$ cat config.mk
export PLATFORM = sky130hd
export DESIGN_NAME = dns_relay_id_translation_table_flat
export DESIGN_NICKNAME = d
export VERILOG_FILES = /design/src/sv/drt_pkg.sv /design/src/sv/drt_if.sv /design/src/sv/drt_ram.sv /design/src/sv/dns_relay_id_translation_table.sv /design/src/flat_wrapper.sv
export SDC_FILE = /design/constraint.sdc
export NUM_CORES = 2
export LEC_CHECK = 0
export ABC_AREA = 1
export BUFFER_PORTS_ARGS = -buffer_cell sky130_fd_sc_hd__buf_2
export CORE_AREA = 2 2 859 861
export CTS_BUF_LIST = sky130_fd_sc_hd__clkbuf_4 sky130_fd_sc_hd__clkbuf_8
export DETAILED_ROUTE_END_ITERATION = 7
export DIE_AREA = 0 0 861 863
export PLACE_DENSITY = 0.36
export RECOVER_POWER = 100
export SETUP_SLACK_MARGIN = 0.2
export SLEW_MARGIN = 0
export SYNTH_ARGS = -nofsm -noshare
export SYNTH_HDL_FRONTEND = slang
export SYNTH_SLANG_ARGS = --single-unit
$ cat constraint.sdc
create_clock -name clk -period 35.8 [get_ports clk]
set_input_delay 7.16 -clock clk [delete_from_list [all_inputs] [get_ports clk]]
set_output_delay 7.16 -clock clk [all_outputs]
set_load 0.005 [all_outputs]
$ cat src/sv/drt_pkg.sv
package drt_pkg;

  localparam int unsigned SLOTS_DEFAULT = 32;
  localparam int unsigned HEADER_BYTES  = 12;

  localparam logic [15:0] TIMEOUT_RESET = 16'd5;
  localparam logic [15:0] ID_RESET      = 16'd1;

  typedef enum logic [1:0] {
    CMD_FORWARD  = 2'd0,
    CMD_RESPONSE = 2'd1,
    CMD_TICK     = 2'd2,
    CMD_NONE     = 2'd3
  } cmd_t;

  typedef enum logic [2:0] {
    ST_FORWARDED = 3'd0,
    ST_MATCHED   = 3'd1,
    ST_FULL      = 3'd2,
    ST_UNKNOWN   = 3'd3,
    ST_SHORT     = 3'd4,
    ST_TICK_DONE = 3'd5
  } status_t;

  typedef struct packed {
    logic [1:0]  command;
    logic [15:0] packet_id;
    logic [15:0] packet_length;
    logic [47:0] client_address;
    logic [7:0]  client_address_length;
  } req_t;

  typedef struct packed {
    logic [2:0]  status;
    logic [15:0] result_id;
    logic [47:0] return_address;
    logic [7:0]  return_address_length;
    logic [5:0]  expired_count;
  } rsp_t;

endpackage

$ cat src/sv/drt_if.sv
interface drt_req_if;
  logic           valid;
  logic           ready;
  drt_pkg::req_t  data;
  modport source (output valid, output data, input ready);
  modport sink   (input valid, input data, output ready);
endinterface

interface drt_rsp_if;
  logic           valid;
  logic           ready;
  drt_pkg::rsp_t  data;
  modport source (output valid, output data, input ready);
  modport sink   (input valid, input data, output ready);
endinterface

$ cat src/sv/drt_ram.sv
module drt_ram #(
  parameter int unsigned WIDTH = 8,
  parameter int unsigned DEPTH = 32
) (
  input  logic                     clk,
  input  logic                     we,
  input  logic [$clog2(DEPTH)-1:0] waddr,
  input  logic [WIDTH-1:0]         wdata,
  input  logic [$clog2(DEPTH)-1:0] raddr,
  output logic [WIDTH-1:0]         rdata
);
  logic [WIDTH-1:0] mem [DEPTH];

  always_ff @(posedge clk) begin
    if (we) begin
      mem[waddr] <= wdata;
    end
    rdata <= mem[raddr];
  end
endmodule

$ cat src/sv/dns_relay_id_translation_table.sv
// Channel   Direction  Payload
// req       in         command, packet_id, packet_length, client_address, ..._length
// rsp       out        status, result_id, return_address, ..._length, expired_count
// Forward: a search of the valid bits for the lowest free slot, then one scan of all
//   slots per drawn ID, through one registered RAM read port, until the ID is unused.
// Response and tick: one scan of all slots; short forward and response packets skip it.
// rst is synchronous; it clears the valid bits and seconds counter, sets the ID counter to 1.
// The block takes no request while one is in work or its result waits on rsp.
module dns_relay_id_translation_table #(
  parameter int unsigned SLOTS = drt_pkg::SLOTS_DEFAULT
) (
  input  logic            clk,
  input  logic            rst,
  drt_req_if.sink         req,
  drt_rsp_if.source       rsp,
  input  logic            cfg_we,
  input  logic [15:0]     cfg_wdata
);
  localparam int unsigned AW = (SLOTS > 1) ? $clog2(SLOTS) : 1;
  localparam int unsigned CW = $clog2(SLOTS + 1);
  localparam int unsigned EW = 16 + 16 + 48 + 8 + 32;

  typedef enum logic [2:0] {
    S_IDLE, S_FREE, S_SCAN, S_READ, S_DONE
  } state_t;

  state_t         state;
  drt_pkg::req_t  cur;
  logic [15:0]    timeout;
  logic [15:0]    next_id;
  logic [31:0]    now_seconds;
  logic [SLOTS-1:0] valid_bits;
  logic [CW-1:0]  idx;
  logic [AW-1:0]  hit_slot;
  logic [AW-1:0]  free_slot;
  logic [15:0]    proxy;
  logic           conflict;
  logic [5:0]     cnt;
  logic           rd_pend;
  logic [AW-1:0]  rd_slot;

  logic           we;
  logic [AW-1:0]  waddr;
  logic [EW-1:0]  wdata;
  logic [AW-1:0]  raddr;
  logic [EW-1:0]  rdata;

  logic [15:0] e_proxy, e_orig;
  logic [47:0] e_client;
  logic [7:0]  e_len;
  logic [31:0] e_stamp;
  logic [15:0] id_inc;

  assign {e_proxy, e_orig, e_client, e_len, e_stamp} = rdata;
  assign raddr  = idx[AW-1:0];
  assign id_inc = (next_id == 16'hFFFF) ? 16'd1 : next_id + 16'd1;

  drt_ram #(.WIDTH(EW), .DEPTH(SLOTS)) u_ram (
    .clk(clk), .we(we), .waddr(waddr), .wdata(wdata), .raddr(raddr), .rdata(rdata)
  );

  assign req.ready = (state == S_IDLE) && !rsp.valid;

  always_comb begin
    we    = (state == S_SCAN) && !rd_pend && !conflict && (idx == CW'(SLOTS))
            && (cur.command == drt_pkg::CMD_FORWARD);
    waddr = free_slot;
    wdata = {proxy, cur.packet_id, cur.client_address, cur.client_address_length,
             now_seconds};
  end

  always_ff @(posedge clk) begin
    if (rst) begin
      state       <= S_IDLE;
      timeout     <= drt_pkg::TIMEOUT_RESET;
      next_id     <= drt_pkg::ID_RESET;
      now_seconds <= '0;
      valid_bits  <= '0;
      rsp.valid   <= 1'b0;
      rd_pend     <= 1'b0;
    end else begin
      if (cfg_we) begin
        timeout <= cfg_wdata;
      end
      if (rsp.valid && rsp.ready) begin
        rsp.valid <= 1'b0;
      end
      // RAM read of slot idx returns next cycle; rd_pend marks it
      rd_pend <= 1'b0;
      case (state)
        S_IDLE: begin
          if (req.valid && req.ready) begin
            cur      <= req.data;
            idx      <= '0;
            conflict <= 1'b0;
            hit_slot <= '0;
            cnt      <= '0;
            if ((req.data.command == drt_pkg::CMD_FORWARD ||
                 req.data.command == drt_pkg::CMD_RESPONSE) &&
                req.data.packet_length < 16'(drt_pkg::HEADER_BYTES)) begin
              rsp.data <= '{status: drt_pkg::ST_SHORT, default: '0};
              state <= S_DONE;
            end else if (req.data.command == drt_pkg::CMD_FORWARD) begin
              rsp.data <= '0;
              state <= S_FREE;
            end else if (req.data.command == drt_pkg::CMD_TICK) begin
              rsp.data <= '0;
              now_seconds <= now_seconds + 32'd1;
              state <= S_SCAN;
            end else if (req.data.command == drt_pkg::CMD_RESPONSE) begin
              rsp.data <= '0;
              state <= S_SCAN;
            end else begin
              rsp.data <= '{status: drt_pkg::ST_TICK_DONE, default: '0};
              state <= S_DONE;
            end
          end
        end
        S_FREE: begin
          // lowest free slot, one bit a cycle
          if (idx == CW'(SLOTS)) begin
            rsp.data.status <= drt_pkg::ST_FULL;
            state <= S_DONE;
          end else if (!valid_bits[idx[AW-1:0]]) begin
            free_slot <= idx[AW-1:0];
            proxy     <= next_id;
            next_id   <= id_inc;
            idx       <= '0;
            state     <= S_SCAN;
          end else begin
            idx <= idx + CW'(1);
          end
        end
        S_SCAN: begin
          if (rd_pend && valid_bits[rd_slot]) begin
            case (cur.command)
              drt_pkg::CMD_FORWARD: begin
                if (e_proxy == proxy) conflict <= 1'b1;
              end
              drt_pkg::CMD_RESPONSE: begin
                if (e_proxy == cur.packet_id && !conflict) begin
                  conflict <= 1'b1;
                  hit_slot <= rd_slot;
                  rsp.data.result_id <= e_orig;
                  rsp.data.return_address <= e_client;
                  rsp.data.return_address_length <= e_len;
                end
              end
              default: begin
                if ((now_seconds - e_stamp) >= {16'd0, timeout}) begin
                  valid_bits[rd_slot] <= 1'b0;
                  if (cnt != 6'd63) cnt <= cnt + 6'd1;
                end
              end
            endcase
          end
          if (idx != CW'(SLOTS)) begin
            rd_pend <= 1'b1;
            rd_slot <= idx[AW-1:0];
            idx     <= idx + CW'(1);
          end else if (!rd_pend) begin
            case (cur.command)
              drt_pkg::CMD_FORWARD: begin
                if (conflict) begin
                  proxy    <= next_id;
                  next_id  <= id_inc;
                  conflict <= 1'b0;
                  idx      <= '0;
                end else begin
                  valid_bits[free_slot] <= 1'b1;
                  rsp.data.status    <= drt_pkg::ST_FORWARDED;
                  rsp.data.result_id <= proxy;
                  state <= S_DONE;
                end
              end
              drt_pkg::CMD_RESPONSE: begin
                if (conflict) begin
                  valid_bits[hit_slot] <= 1'b0;
                  rsp.data.status <= drt_pkg::ST_MATCHED;
                end else begin
                  rsp.data.status <= drt_pkg::ST_UNKNOWN;
                end
                state <= S_DONE;
              end
              default: begin
                rsp.data.status <= drt_pkg::ST_TICK_DONE;
                rsp.data.expired_count <= cnt;
                state <= S_DONE;
              end
            endcase
          end
        end
        S_DONE: begin
          rsp.valid <= 1'b1;
          state <= S_READ;
        end
        S_READ: begin
          state <= S_IDLE;
        end
        default: state <= S_IDLE;
      endcase
    end
  end
endmodule

$ cat src/flat_wrapper.sv
// flat-port wrapper written by rule: the top's interface ports become plain ports
module dns_relay_id_translation_table_flat 
#(
  parameter int unsigned SLOTS = drt_pkg::SLOTS_DEFAULT
)
  (clk, rst, cfg_we, cfg_wdata, req_valid, req_data, req_ready, rsp_valid, rsp_data, rsp_ready);
  drt_req_if req_i ();
  drt_rsp_if rsp_i ();
  input  logic clk;
  input  logic rst;
  input  logic cfg_we;
  input  logic [15:0] cfg_wdata;
  input wire logic [$bits(req_i.valid)-1:0] req_valid;
  input wire logic [$bits(req_i.data)-1:0] req_data;
  output wire logic [$bits(req_i.ready)-1:0] req_ready;
  output wire logic [$bits(rsp_i.valid)-1:0] rsp_valid;
  output wire logic [$bits(rsp_i.data)-1:0] rsp_data;
  input wire logic [$bits(rsp_i.ready)-1:0] rsp_ready;
  assign req_i.valid = req_valid;
  assign req_i.data = req_data;
  assign req_ready = req_i.ready;
  assign rsp_valid = rsp_i.valid;
  assign rsp_data = rsp_i.data;
  assign rsp_i.ready = rsp_ready;
  dns_relay_id_translation_table #(.SLOTS(SLOTS)) u_core (.clk(clk), .rst(rst), .req(req_i), .rsp(rsp_i), .cfg_we(cfg_we), .cfg_wdata(cfg_wdata));
endmodule
==> flow_summary_export.csv <==
group,metric,value,unit
worst_setup_path,worst_ep_arrival_time,20180,ps
logic_synthesis,ys_ff_latch,4260,
drt,drtPass1Iterations,8,
floorplan,die_h,863,um
worst_setup_path,crit_fanout,78,
placed_design,place_congestion,0.788,
floorplan,num_rows,315,
clock_tree,cts_tree,"yes",
timing,timing.final.crit_share,54.8,%
floorplan,ios,194,
logic_synthesis,yosysTopAreaCell,"edfxtp_1",
timing,rsz0062_at_grt,"false",
logic_synthesis,synth-xor-area-share,0.344,%
pwr,power_frac_seq,40.2,%
clock_tree,path_clk_slew,70,ps
logic_synthesis,synth_enable_flop_cells,4039,
worst_setup_path,setup.worst_path.class,"flip-flop to flip-flop",
logic_synthesis,ys_warn_count,0,
timing,fmax,50.9,MHz
worst_setup_path,required,36350,ps
pwr,p_leak,62.1,nW
pwr,p_clk_share,33.5,%
logic_synthesis,ys.flop_type,"edfxtp_1",
drt,drt_iter0_drc,8863,
timing,slew_violations,9360,
pwr,ir_drop,0.0000511,V
drt,ant_nets,0,
worst_setup_path,start_kind,"flip-flop",
logic_synthesis,synth.area.top_cells,"edfxtp_1 72%, o21ai_0 7.0%, nor2_1 6.1%",
timing,finalHoldViolations,0,
run,max-cap-violations,256,
pwr,power_density,74.0,nW/um^2
logic_synthesis,synthAdderAreaFrac,0.428,%
logic_synthesis,syn_nets,13400,
logic_synthesis,ys_seq_area_share,74.7,%
outcome,failed_checks,"max-capacitance violations, max-slew violations",
pwr,combPwrFrac,26.3,%
timing,setup_violations,0,
logic_synthesis,yosys-mux-area-fraction,0.0595,%
clock_tree,clock_latency,1310,ps
finish,syn_to_final_growth,16.5,%
global_routing,grt_pass1_vias,111000,
logic_synthesis,yosys.area_share.simple,9.09,%
timing,tightestPinTransition,9480,ps
floorplan,die_w,861,um
global_routing,gr-total-overflow,0,
finish,fin_nets,13900,
pwr,p_sw_share,35.6,%
floorplan,fp.dieArea,743000,sq um
logic_synthesis,synthesis.area,168000,sq um
floorplan,core,734000,sq um
global_routing,grt_max_degree,168,
clock_tree,htreeDepth,6,
global_routing,antenna_found_initial,33,
timing,max_slew_margin,-532,%
pwr,p_int,9.34,mW
global_routing,grt_use_total,16.1,%
clock_tree,cts_num_sinks,4260,
drt,wl_per_cell,25.8,um
logic_synthesis,async_reset_ff_share,0,%
clock_tree,cts_made_buffers,784,
drt,vias,111000,
floorplan,initial_core_util,22.9,%
logic_synthesis,ys_types,61,
timing,min_period,19630,ps
clock_tree,cts-resized-gates,0,
clock_tree,cts_hold_buf,0,
logic_synthesis,yosysMostFrequentCell,"edfxtp_1",
logic_synthesis,avgSynthCellArea,12.7,sq um
clock_tree,post_cts_buffers,0,
clock_tree,cts-root-buf,"clkbuf_8",
clock_tree,cts_buffer_depth,4,
timing,fin_setup_tns,0,ps
timing,fin_worst_skew,89.1,ps
placed_design,port_buffers,191,
finish,final_layout_size_suffix_gt1_share,11.5,%
finish,final_util,26.7,%
placed_design,dp_hpwl,311,mm
drt,drc,0,
pwr,switchingPower,5.16,mW
drt,wirelength,624,mm
logic_synthesis,syn_inst,13300,
finish,nFillCells,76900,
pwr,power,14.5,mW
logic_synthesis,synth_compound_area_share,12.4,%
logic_synthesis,synth.top_cells.by_count,"4,039 x edfxtp_1, 2,742 x nor2_1, 2,342 x o21ai_0",
logic_synthesis,synth_top_family_by_area,"compound AO/OA/AOI/OAI gates",
logic_synthesis,synth_top_area_share,72.1,%
worst_setup_path,endpoint_kind,"flip-flop",
outcome,status,"complete, but fails checks",
global_routing,grt_pass1_wl,872,mm
drt,viasPerCell,4.57,
min_path,hp-class,"flip-flop to flip-flop",
-- cells by family after synthesis --
kind of cell	after synthesis
flops	4260
simple gates	3859
compound gates	3762
buf+inv	1246
xor+xnor	66
fa+ha+maj	57
mux	10
-- sequential cells by signal, indices dropped and copies added (netlist names), 5 cells and up --
signal,count
u_core.u_ram.mem,3840
u_core.u_ram.rdata,120
u_core.rsp.data,81
u_core.cur,74
u_core.now_seconds,32
u_core.valid_bits,32
u_core.next_id,16
u_core.proxy,16
u_core.timeout,16
u_core.cnt,6
u_core.idx,6
u_core.free_slot,5
u_core.hit_slot,5
u_core.rd_slot,5
-- worst max-delay path, stage by stage, from the launching register on --
cell and delay [ps]:
edfxtp_1 370, clkbuf_1 1340, nor2_4 420, clkbuf_1 2280
nand4_1 1410, nor2_1 520, nand2_1 430, inv_1 280
nand2_1 130, nor2_1 2310, clkbuf_1 2480, clkbuf_1 6610
-- routing by layer --
metal	GRT usage (%)	wire length [um]	up-vias
met1	22.6	291000	57200
met5	0	41	-
met2	26.8	293000	2583
met4	3.62	14000	8
li1	-	-	50000
met3	1.98	26300	874
-- power groups by stage --
stage,clock (mW),sequential [mW],combinational (mW)
6_report,4.85,5.83,3.82
4_1_cts,5.01,5.82,3.89
2_1_floorplan,0,5.89,2.31
3_5_place_dp,0,5.92,3.88
5_1_grt,5.21,5.85,4.23
3_3_place_gp,0,5.92,3.91
-- path summary, 6_finish.rpt --
| kind | cells past startpoint | end | slack (ps) | from |
|---|---|---|---|---|
| min | 2 | u_core.timeout[4]$_SDFFE_PP0P_ | 480 | u_core.timeout[4]$_SDFFE_PP0P_ |
| max | 11 | u_core.u_ram.mem[24][80]$_DFFE_PP_ | 16170 | u_core.idx[4]$_DFFE_PP_ |
| max reg2reg | 11 | u_core.u_ram.mem[24][80]$_DFFE_PP_ | 16170 | u_core.idx[4]$_DFFE_PP_ |
| min reg2reg | 2 | u_core.timeout[4]$_SDFFE_PP0P_ | 480 | u_core.timeout[4]$_SDFFE_PP0P_ |
-- through the flow --
stage	worst slack [ps]	hold slack [ps]	std cells	area [sq um]
floorplan	24410	435	13300	168000
global placement	25510	474	22800	181000
detailed placement	25560	473	22800	181000
CTS	26030	482	24200	197000
global route	15450	510	24200	196000
finish	16170	480	24200	196000
-- cell usage in the layout (no fill, tap or decap), types with 11 or more instances in the layout --
cell type / instances
inv_12: 11
edfxtp_1: 4039
nor2_1: 2734
inv_8: 21
nor2_4: 12
o211ai_1: 39
nor4_1: 18
o22ai_1: 1031
clkbuf_1: 302
o31ai_1: 12
nand2_1: 747
nand3_1: 141
nand4_1: 70
ha_1: 56
clkinv_1: 135
clkinv_2: 53
inv_2: 13
bufinv_16: 18
buf_4: 96
nor2_2: 15
dfxtp_1: 221
clkinvlp_4: 12
clkinv_8: 11
a21oi_2: 17
o221ai_1: 99
inv_1: 350
buf_2: 133
nor3_1: 69
clkbuf_4: 339
o32ai_1: 18
xor2_1: 52
xnor2_1: 14
o21ai_0: 2343
clkbuf_8: 834
a21oi_1: 149
diode_2: 13
-- layout make-up --
type                            count  area [sq um]  area share (%)
Antenna cell                       13          32.5          0.0166
Clock buffer                     1173         14000            7.16
Clock inverter                    267          2100            1.07
Inverter                          373          1440           0.734
Multi-Input combinational cell   7754         37700            19.2
Sequential cell                  4260        126000            64.2
Tap cell                         9827         12300            6.28
Timing Repair Buffer              537          2640            1.35
Note: power is estimated with default switching activity, not from simulation.
